===== config.mk =====
export PLATFORM = sky130hd
export DESIGN_NAME = dshot_frame_transmitter
export DESIGN_NICKNAME = d
export VERILOG_FILES = /design/src/dft_pkg.sv /design/src/dft_slot_gen.sv /design/src/dshot_frame_transmitter.sv
export SDC_FILE = /design/constraint.sdc
export NUM_CORES = 1
export LEC_CHECK = 0
export BUFFER_PORTS_ARGS = -buffer_cell sky130_fd_sc_hd__buf_4
export CORE_MARGIN = 4
export CORE_UTILIZATION = 43
export CTS_BUF_LIST = sky130_fd_sc_hd__clkbuf_2 sky130_fd_sc_hd__clkbuf_4 sky130_fd_sc_hd__clkbuf_8
export CTS_CLUSTER_SIZE = 10
export DETAILED_ROUTE_END_ITERATION = 8
export SYNTH_ARGS = -nofsm -noshare
export SYNTH_HDL_FRONTEND = slang
export SYNTH_SLANG_ARGS = --single-unit

===== constraint.sdc =====
create_clock -name clk -period 13.73 [get_ports clk]
set_input_delay 2.746 -clock clk [delete_from_list [all_inputs] [get_ports clk]]
set_output_delay 2.746 -clock clk [all_outputs]
set_load 0.02 [all_outputs]

===== src/dft_pkg.sv =====
// package for the dshot frame transmitter: frame geometry, command codes,
// frame encoder and the slot timer step type. no dependencies.
package dft_pkg;

    localparam int FRAME_BITS  = 16;
    localparam int RESET_SLOTS = 8;
    localparam int MOTOR_COUNT = 1;
    localparam int TOTAL_SLOTS = FRAME_BITS + RESET_SLOTS;
    localparam int SLOT_W      = $clog2(TOTAL_SLOTS);
    localparam int BIT_IDX_W   = $clog2(FRAME_BITS);
    localparam int PERIOD_W    = 16;
    localparam int THR_IN_W    = 16;
    localparam int THR_W       = 11;
    localparam int MOTOR_W     = 8;
    localparam int SLOT_OUT_W  = 5;
    localparam int ADDR_W      = 3;
    localparam int DATA_W      = 32;

    localparam logic [PERIOD_W-1:0] MIN_PERIOD   = PERIOD_W'(16);
    localparam logic [PERIOD_W-1:0] PERIOD_RESET = PERIOD_W'(16);
    localparam logic [THR_W-1:0]    THROTTLE_MAX = {THR_W{1'b1}};

    // register index within the apb window
    localparam logic REG_PERIOD = 1'b0;

    typedef enum logic [1:0] {
        CMD_TICK  = 2'd0,
        CMD_WRITE = 2'd1,
        CMD_STOP  = 2'd2,
        CMD_START = 2'd3
    } cmd_t;

    typedef struct packed {
        logic                level;
        logic [PERIOD_W-1:0] tick_next;
        logic [SLOT_W-1:0]   slot_next;
    } slot_step_t;

    // throttle in bits 15..5, telemetry 0, xor of upper nibbles below
    function automatic logic [FRAME_BITS-1:0] encode_frame(input logic [THR_W-1:0] thr);
        logic [THR_W:0] word;
        logic [3:0]     crc;
        word = {thr, 1'b0};
        crc  = word[3:0] ^ word[7:4] ^ word[11:8];
        return {word, crc};
    endfunction

endpackage


===== src/dft_slot_gen.sv =====
// slot timer step for the dshot transmitter: line level of one timer
// clock and the next tick and slot counts. depends on dft_pkg.
module dft_slot_gen
(
    input  logic [dft_pkg::PERIOD_W-1:0]   period_ticks,
    input  logic [dft_pkg::PERIOD_W-1:0]   tick_count,
    input  logic [dft_pkg::SLOT_W-1:0]     slot_count,
    input  logic [dft_pkg::FRAME_BITS-1:0] frame,
    output dft_pkg::slot_step_t            step
);

    logic [dft_pkg::PERIOD_W-1:0]  period_eff;
    logic [dft_pkg::PERIOD_W+1:0]  period_x3;
    logic [dft_pkg::PERIOD_W-1:0]  high_one;
    logic [dft_pkg::PERIOD_W-1:0]  high_zero;
    logic [dft_pkg::PERIOD_W-1:0]  high_len;
    logic [dft_pkg::BIT_IDX_W-1:0] bit_idx;
    logic                          data_slot;
    logic                          cur_bit;
    logic                          slot_end;
    logic                          last_slot;

    always_comb
    begin
        period_eff = (period_ticks < dft_pkg::MIN_PERIOD) ? dft_pkg::MIN_PERIOD : period_ticks;
        period_x3  = {2'b00, period_eff} + {1'b0, period_eff, 1'b0};
        high_one   = period_x3[dft_pkg::PERIOD_W+1:2];
        high_zero  = {1'b0, period_x3[dft_pkg::PERIOD_W+1:3]};

        data_slot  = slot_count < dft_pkg::SLOT_W'(dft_pkg::FRAME_BITS);
        // msb goes out first
        bit_idx    = dft_pkg::BIT_IDX_W'(dft_pkg::FRAME_BITS - 1)
                     - slot_count[dft_pkg::BIT_IDX_W-1:0];
        cur_bit    = frame[bit_idx];
        high_len   = cur_bit ? high_one : high_zero;
        step.level = data_slot && (tick_count < high_len);

        slot_end   = tick_count >= (period_eff - dft_pkg::PERIOD_W'(1));
        last_slot  = slot_count >= dft_pkg::SLOT_W'(dft_pkg::TOTAL_SLOTS - 1);

        if (slot_end)
        begin
            step.tick_next = '0;
            step.slot_next = last_slot ? '0 : slot_count + dft_pkg::SLOT_W'(1);
        end
        else
        begin
            step.tick_next = tick_count + dft_pkg::PERIOD_W'(1);
            step.slot_next = slot_count;
        end
    end

endmodule


===== src/dshot_frame_transmitter.sv =====
// dshot frame transmitter top level: command decode, frame latching,
// result register and apb period register. depends on dft_pkg, dft_slot_gen.
//
// Takes one command item per clock and returns one result item for each:
// every item is handled in the cycle it is accepted and its result sits in a
// single output register, so it shows in the cycle after acceptance, and a new item is taken
// in every cycle while the output register is empty or being drained. A tick
// item is one timer clock of the waveform: a slot lasts period_ticks ticks
// (at least 16), a data bit is high for 3/8 of the slot for a 0 and 3/4 for a
// 1, msb first, then eight low reset slots, then the frame repeats. A throttle
// write is saturated to 2047 and encoded at once, but the new frame is only
// taken on the first tick of slot 0. Writes before the first start are
// dropped. period_ticks sits at byte address 0 and should only be written
// while no items are in flight.
module dshot_frame_transmitter
(
    input  logic                             clk,
    input  logic                             rst_n,

    input  logic                             in_valid,
    output logic                             in_ready,
    input  logic [1:0]                       cmd,
    input  logic [dft_pkg::MOTOR_W-1:0]      motor_sel,
    input  logic [dft_pkg::THR_IN_W-1:0]     throttle,

    output logic                             out_valid,
    input  logic                             out_ready,
    output logic                             line_level,
    output logic                             running,
    output logic [dft_pkg::THR_W-1:0]        last_value,
    output logic [dft_pkg::SLOT_OUT_W-1:0]   slot_index,
    output logic                             frame_start,

    input  logic                             psel,
    input  logic                             penable,
    input  logic                             pwrite,
    input  logic [dft_pkg::ADDR_W-1:0]       paddr,
    input  logic [dft_pkg::DATA_W-1:0]       pwdata,
    output logic [dft_pkg::DATA_W-1:0]       prdata,
    output logic                             pready
);

    logic [dft_pkg::PERIOD_W-1:0]   period_reg;
    logic [dft_pkg::FRAME_BITS-1:0] pending_reg,  pending_next;
    logic [dft_pkg::FRAME_BITS-1:0] active_reg,   active_next;
    logic [dft_pkg::PERIOD_W-1:0]   tick_reg,     tick_next;
    logic [dft_pkg::SLOT_W-1:0]     slot_reg,     slot_next;
    logic                           running_reg,  running_next;
    logic                           started_reg,  started_next;
    logic [dft_pkg::THR_W-1:0]      thr_reg,      thr_next;

    logic                           out_valid_reg;
    logic                           level_reg,    level_next;
    logic                           fstart_reg,   fstart_next;
    logic [dft_pkg::SLOT_W-1:0]     shown_reg,    shown_next;

    logic                           accept;
    logic                           cfg_write;
    logic                           new_frame;
    logic [dft_pkg::FRAME_BITS-1:0] frame_now;
    logic [dft_pkg::THR_W-1:0]      thr_clamped;
    dft_pkg::cmd_t                  cmd_code;
    dft_pkg::slot_step_t            step;

    assign in_ready  = !out_valid_reg || out_ready;
    assign accept    = in_valid && in_ready;
    assign cfg_write = psel && penable && pwrite && pready;
    assign pready    = 1'b1;
    assign prdata    = (paddr[2] == dft_pkg::REG_PERIOD)
                       ? {{(dft_pkg::DATA_W - dft_pkg::PERIOD_W){1'b0}}, period_reg} : '0;

    assign cmd_code    = dft_pkg::cmd_t'(cmd);
    assign new_frame   = (tick_reg == '0) && (slot_reg == '0);
    assign frame_now   = new_frame ? pending_reg : active_reg;
    assign thr_clamped = (|throttle[dft_pkg::THR_IN_W-1:dft_pkg::THR_W])
                         ? dft_pkg::THROTTLE_MAX : throttle[dft_pkg::THR_W-1:0];

    dft_slot_gen u_slot_gen
    (
        .period_ticks (period_reg),
        .tick_count   (tick_reg),
        .slot_count   (slot_reg),
        .frame        (frame_now),
        .step         (step)
    );

    always_comb
    begin
        pending_next = pending_reg;
        active_next  = active_reg;
        tick_next    = tick_reg;
        slot_next    = slot_reg;
        running_next = running_reg;
        started_next = started_reg;
        thr_next     = thr_reg;
        level_next   = 1'b0;
        fstart_next  = 1'b0;
        shown_next   = slot_reg;

        unique case (cmd_code)
            dft_pkg::CMD_TICK:
            begin
                if (running_reg)
                begin
                    if (new_frame)
                    begin
                        active_next = pending_reg;
                        fstart_next = 1'b1;
                    end
                    level_next = step.level;
                    tick_next  = step.tick_next;
                    slot_next  = step.slot_next;
                end
            end
            dft_pkg::CMD_WRITE:
            begin
                if (started_reg && (motor_sel < dft_pkg::MOTOR_W'(dft_pkg::MOTOR_COUNT)))
                begin
                    thr_next     = thr_clamped;
                    pending_next = dft_pkg::encode_frame(thr_clamped);
                end
            end
            dft_pkg::CMD_STOP:
            begin
                running_next = 1'b0;
                thr_next     = '0;
                tick_next    = '0;
                slot_next    = '0;
                shown_next   = '0;
            end
            dft_pkg::CMD_START:
            begin
                thr_next     = '0;
                pending_next = dft_pkg::encode_frame('0);
                active_next  = dft_pkg::encode_frame('0);
                tick_next    = '0;
                slot_next    = '0;
                shown_next   = '0;
                running_next = 1'b1;
                started_next = 1'b1;
            end
            default:
            begin
                running_next = running_reg;
            end
        endcase
    end

    always_ff @(posedge clk or negedge rst_n)
    begin
        if (!rst_n)
        begin
            period_reg    <= dft_pkg::PERIOD_RESET;
            pending_reg   <= dft_pkg::encode_frame('0);
            active_reg    <= dft_pkg::encode_frame('0);
            tick_reg      <= '0;
            slot_reg      <= '0;
            running_reg   <= 1'b0;
            started_reg   <= 1'b0;
            thr_reg       <= '0;
            out_valid_reg <= 1'b0;
        end
        else
        begin
            if (cfg_write && (paddr[2] == dft_pkg::REG_PERIOD))
            begin
                period_reg <= pwdata[dft_pkg::PERIOD_W-1:0];
            end
            if (accept)
            begin
                pending_reg   <= pending_next;
                active_reg    <= active_next;
                tick_reg      <= tick_next;
                slot_reg      <= slot_next;
                running_reg   <= running_next;
                started_reg   <= started_next;
                thr_reg       <= thr_next;
                out_valid_reg <= 1'b1;
            end
            else if (out_ready)
            begin
                out_valid_reg <= 1'b0;
            end
        end
    end

    // result payload, loaded with each accepted item
    always_ff @(posedge clk)
    begin
        if (accept)
        begin
            level_reg  <= level_next;
            fstart_reg <= fstart_next;
            shown_reg  <= shown_next;
        end
    end

    // running and last_value follow the state right after the item
    assign out_valid   = out_valid_reg;
    assign line_level  = level_reg;
    assign frame_start = fstart_reg;
    assign slot_index  = dft_pkg::SLOT_OUT_W'(shown_reg);
    assign running     = running_reg;
    assign last_value  = thr_reg;

`ifndef NO_ASSERTIONS
    a_slot_range: assert property (@(posedge clk) disable iff (!rst_n)
        slot_reg < dft_pkg::SLOT_W'(dft_pkg::TOTAL_SLOTS))
        else $error("slot counter out of range");

    a_stopped_idle: assert property (@(posedge clk) disable iff (!rst_n)
        !running_reg |-> (tick_reg == '0) && (slot_reg == '0))
        else $error("timer moved while output stopped");

    a_fstart_slot0: assert property (@(posedge clk) disable iff (!rst_n)
        out_valid && frame_start |-> (slot_index == '0) && running)
        else $error("frame start outside slot 0");

    a_low_stopped: assert property (@(posedge clk) disable iff (!rst_n)
        out_valid && !running |-> !line_level)
        else $error("line high while stopped");

    a_start_clears: assert property (@(posedge clk) disable iff (!rst_n)
        accept && (cmd_code == dft_pkg::CMD_START)
        |=> running_reg && started_reg && (thr_reg == '0))
        else $error("start did not reinitialize");
`endif

endmodule

* Word level (Yosys, flattened, before mapping)
Index checks and enable logic that the tools add are counted. Widths: inputs -> output; s select.
Storage, ports and cells: flip-flop bits (word level) 90, bits of input ports 68, output and inout port bits 54, word-level logic and storage cells 84
Operators by class: add/subtract/negate cells 5, $lt $le $gt $ge 7, equality and inequality tests 6, mux-type cells 23, bitwise logic cells 3, reductions and logical operators 28
Operator list (number):
- $mux 16 | 7
- $pmux 16 s2 | 3
- $mux 11 | 2
- $pmux 11 s2 | 1
- $mux 21 | 1
- $add 16x17->18 | 1
- $add 16x1->16 const B | 1
- $ge 16x16->1 | 1
- $logic_not 16->1 | 1
- $lt 16x16->1 | 1
- $lt 16x5->1 const B | 1
- $sub 16x1->16 const B | 1
- $reduce_and 3->1 | 4
- $reduce_bool 2->1 | 6
- $mux 5 | 2
- $pmux 5 s2 | 1
- $lt 8x1->1 const B | 1
- $xor 4x4->4 | 2
- $logic_and 1x1->1 | 7
- $reduce_and 2->1 | 3
- $add 5x1->5 const B | 1
- $ge 5x5->1 const B | 1
- $logic_not 5->1 | 1
- $lt 4x5->1 const B | 1
- 16 further kinds | 21

* Logic depth before layout (Yosys ltp)
depth after elaboration 8, mapped depth 25, depth with buffers taken out 25

* Modules after synthesis
A second synthesis with hierarchy kept.
Second synthesis, totals: cell total of the unflattened synthesis 702, area total of the unflattened synthesis 6962.9 µm²
Modules (own cells, without submodules):
- dshot_frame_transmitter | times used 1, cells each 329, area each 4071.4 µm², sequential area each 2263.4 µm²
- dft_slot_gen | times used 1, cells each 373, area each 2891.5 µm², sequential area each 0.0 µm²

* Worst setup path before layout
OpenSTA, ideal clock, no wires.
path type input to output, start input paddr[2] (netlist name), end output prdata[10] (netlist name), arrival time 3.224 ns, data required time 10.984 ns, slack 7.760 ns, cell stages on the path 2, buffers on the path 1, cells stage by stage clkbuf_1 -> nor2_1
On the way: word-level cells in the longest chain between the ends 1
Ends and longest elaborated chain:
- from (decl) | RTL line dshot_frame_transmitter.sv:37 | input logic [dft_pkg::ADDR_W-1:0] paddr,
- $mux 16 | RTL line dshot_frame_transmitter.sv:70 | ? {{(dft_pkg::DATA_W - dft_pkg::PERIOD_W){1'b0}}, period_reg} : '0;
- to (decl) | RTL line dshot_frame_transmitter.sv:39 | output logic [dft_pkg::DATA_W-1:0] prdata,
No other way between the ends.

* Worst setup path after layout
start register period_reg[14] (netlist name), end register level_reg (netlist: line_level), data pin
On the way: word-level cells in the longest chain between the ends 6
Ends and longest elaborated chain:
- from (decl) | RTL line dshot_frame_transmitter.sv:43 | logic [dft_pkg::PERIOD_W-1:0] period_reg;
- from (signal assigned) | RTL line dshot_frame_transmitter.sv:153 | period_reg <= dft_pkg::PERIOD_RESET;
- from (signal assigned) | RTL line dshot_frame_transmitter.sv:167 | period_reg <= pwdata[dft_pkg::PERIOD_W-1:0];
- $lt 16x5->1 | RTL line dft_slot_gen.sv:25 | period_eff = (period_ticks < dft_pkg::MIN_PERIOD) ? dft_pkg::MIN_PERIOD : period_ticks;
- $mux 16 * | RTL line dft_slot_gen.sv:25
- $add 16x17->18 * | RTL line dft_slot_gen.sv:26 | period_x3 = {2'b00, period_eff} + {1'b0, period_eff, 1'b0};
- $mux 16 * | RTL line dft_slot_gen.sv:35 | high_len = cur_bit ? high_one : high_zero;
- $lt 16x16->1 * | RTL line dft_slot_gen.sv:36 | step.level = data_slot && (tick_count < high_len);
- $logic_and 1x1->1 * | RTL line dft_slot_gen.sv:36
- to (signal assigned) | RTL line dshot_frame_transmitter.sv:192 | level_reg <= level_next;
- to (decl) | RTL line dshot_frame_transmitter.sv:53 | logic level_reg, level_next;
Every way passes the cells marked *; elsewhere a longest branch is shown, timed or not. A chain may end at the register's enable or synchronous reset.

==> results.md <==
* Status: completed
* Met1 usage at 25.58%
* Fin crit share at 48.85%
* Detailed Route WL at 15260 um
* Die X at 131.9 um
* DR WL/cell at 16.01 um
* Required @ worst endpoint at 13.85 ns
* Reg clk slew, reported paths at 0.09 ns
* Most frequent CP cell: ha_1
* Post-CTS sizing at 0
* CTS tree: yes
* Critical path's top delay family: compound AO/OA/AOI/OAI gates
* Internal power at 577.0 uW
* Clock network latency to the later pin of the worst-skew pair at 0.38 ns
* Power density over cell area at 128.3 nW/um2
* Clk_skew at 0.009512 ns
* Core ar. at 15090 um2
* CP endpoint kind: flop
* Total grt overflow at 0
* Min-Delay Path Class: reg -> reg
* Yosys cell types at 69
* Max-cap violation count at 0
* Synth top area cells: dfrtp_1 31%, ha_1 14%, nand2_1 4.8%, o21ai_0 3.7%, xnor2_1 3.3%
* Share of the synthesized area in the top cell type at 30.72%
* Slowest stage delay, CP at 0.51 ns
* Post-DRT Antenna Nets at 0
* Cell Area, Synth at 6598 um2
* Power share of the clock group at 20.6%
* CTS Root Cell: clkbuf_8
* Die Y at 131.9 um
* RePlAce Congestion at 0.8048
* Sequential share of the synthesized area at 34.31%
* Minimum clock period after layout at 6.707 ns
* Total chip power at 962.9 uW
* M3 GR Usage at 2.634%
* CP Launch Type: flop
* Routed via count at 5158
* Setup_tns at 0 ns
* Switching Fraction at 40.08%
* IO buf count at 86
* Peak supply drop at 48.76 uV
* Hold Buf Count CTS at 0
* IO Count at 122
* Achievable Freq at 0.1491 GHz
* RSZ-0062 raised after global routing: no
* Starting DRT DRC Count at 293
* Layout cell share with drive strength beyond 1 at 18.17%
* Leakage at 3.864 nW
* Seq pwr share at 32.1%
* DRC violations left at 0
* Layout Area Growth over Synthesis at 13.75%
* Pin count of the biggest net entering global routing at 83
* Post-Syn Instances at 693
* First-pass GRT wire length at 25610 um
* Die area at 17390 um2
* Min Hold Slack at 0.4821 ns
* Vias in the first global route at 5119
* Final-report max-slew violation count at 0
* Nets@finish at 906
* Met2 GRT Util at 27.25%
* EDFF count, synth at 7
* Worst-Margin Slew at 1.169 ns
* Final Util at 49.73%
* Vias/cell at 5.412
* Net Switching at 385.9 uW
* WP buf/inv at 2
* CTS Buf Count at 9
* GR Util All Layers at 17.69%
* WP data arrival at 6.83 ns
* Asr flop ratio synth at 92.13%
* Setup violations, final at 0
* Post-CTS setup buffers at 0
* Most Used Layer, Global Route: met2
* Ant diodes at 0
* Final HPWL DP at 11630 um
* CP Max Fanout at 7
* Kind of critical path: reg -> reg
* Initial Util at 43.72%
* Slew HR at 21.55%
* Flop and latch count out of synthesis at 89
* Crit-path slowest cell: nor4b_1
* Critical path cell sequence: inv_1 -> ha_1 -> nor4b_1 -> nand3_1 -> nand2_1 -> inv_1 -> ha_1 -> a211o_1 -> a211oi_1 -> o311ai_0 -> o41ai_1 -> nor2_1 -> a2111oi_2 -> a21oi_1 -> xnor2_1 -> mux2i_1 -> ha_1 -> nand4_1 -> or3_1 -> o21ai_0 -> a21oi_1 -> o21ai_0 -> or3_1 -> o22ai_2
* Clock sinks at 89
* Main flop type after synthesis: dfrtp_1
* Comb pwr share at 47.2%
* H-Tree Depth at 3
* Initial antenna violation count at 0
* Final Hold Viols at 0
* Synth Warn # at 0
* Clk buf depth at 2
* First-pass DRT Iterations at 4
* Num rows at 45
* Post-synth top area cell: dfrtp_1
* Syn_area_per_cell at 9.520 um2
-- power by group through the flow --
| stage | Sequential, mW | Combinational [mW] | Clock (mW) |
|---|---|---|---|
| 3_5_place_dp | 0.315 | 0.456 | 0 |
| 5_1_grt | 0.313 | 0.516 | 0.215 |
| 3_3_place_gp | 0.314 | 0.445 | 0 |
| 4_1_cts | 0.309 | 0.460 | 0.205 |
| 6_report | 0.310 | 0.455 | 0.199 |
| 2_1_floorplan | 0.304 | 0.364 | 0 |
-- cells by family after synthesis --
family,Yosys count,share of synthesized area [%]
flops,89,34.31
compound gates,158,16.40
buf+inv,74,5.462
mux,41,7.187
simple gates,218,17.30
fa+ha+maj,77,14.72
other cells,2,0.1138
xor+xnor,34,4.514
-- layout make-up --
type	count	area [um2]
clock buffers	11	151.4
repair buffers	88	660.6
fillers	1450	7585
inverters	28	105.1
clock inverters	4	58.81
flip-flops and latches	89	2263
well taps	188	235.2
multi-input cells	545	4030
-- metrics by stage --
stage / instances / instance area [um2] / setup WS, ns
after floorplan: 708 / 6654 / 7.760
after global placement: 938 / 7295 / 7.235
after detailed placement: 938 / 7295 / 7.052
after CTS: 953 / 7505 / 7.026
after global routing: 953 / 7505 / 6.427
final: 953 / 7505 / 7.023
-- worst register-to-register path, cell delays in order, from the launching register on --
cell,delay (ns)
dfrtp_1,0.44
inv_1,0.12
ha_1,0.17
nor4b_1,0.51
nand3_1,0.44
nand2_1,0.33
inv_1,0.14
ha_1,0.24
a211o_1,0.32
a211oi_1,0.29
o311ai_0,0.28
o41ai_1,0.50
nor2_1,0.13
a2111oi_2,0.47
a21oi_1,0.14
xnor2_1,0.21
mux2i_1,0.11
ha_1,0.33
nand4_1,0.15
or3_1,0.46
o21ai_0,0.17
a21oi_1,0.06
o21ai_0,0.19
or3_1,0.19
o22ai_2,0.08
-- Yosys cell counts, drive strengths merged, types with 18 or more instances --
library cell and n:
o21ai 51, a21o 27, a21oi 19, inv 28
nor2 32, xnor2 25, ha 76, buf 20
dfrtp 81, mux2i 20, mux2 18, nand2 85
clkbuf 26
-- cell usage in the layout (no fill, tap or decap), types with 3 or more instances in the layout --
cell / instances
nor2_1: 31
nand3_1: 12
o21a_1: 5
nand4_1: 6
xor2_1: 9
and3_1: 16
a21o_1: 27
a21oi_1: 19
o21bai_1: 4
nand2b_1: 10
edfxtp_1: 7
dfrtp_1: 81
or3_1: 4
a21boi_0: 3
mux4_2: 3
mux2_2: 17
buf_4: 88
nor2b_1: 12
o31ai_1: 4
conb_1: 17
inv_1: 28
a211oi_1: 3
ha_1: 76
xnor2_1: 25
clkbuf_8: 11
nor3b_1: 10
mux2i_1: 20
nand2_1: 84
nor3_1: 11
and2_1: 5
o211ai_1: 3
a22o_1: 15
o21ai_0: 49
a31oi_1: 5
-- routing by layer --
metal	up-vias	share of wire (%)	routed length [um]
li1	2551	-	-
met1	2494	49	7488
met2	101	46	6980
met3	12	4.0	615
met4	0	1.1	174
met5	-	0	0
-- worst paths after layout --
kind                                                 start                          to  slack [ns]  depth (start not counted)
worst max-delay path            period_reg[14]$_DFFE_PN0P_    line_level$_SDFFCE_PN0P_        7.02                         24
worst min-delay path               started_reg$_DFFE_PN0P_     started_reg$_DFFE_PN0P_        0.48                          1
worst max register to register  period_reg[14]$_DFFE_PN0P_    line_level$_SDFFCE_PN0P_        7.02                         24
worst min register to register     started_reg$_DFFE_PN0P_     started_reg$_DFFE_PN0P_        0.48                          1
max in group asynchronous                            rst_n     tick_reg[1]$_DFFE_PN0P_       10.49                          1
min in group asynchronous                            rst_n  period_reg[14]$_DFFE_PN0P_        2.55                          1
Power figures use the tool's default switching activity.
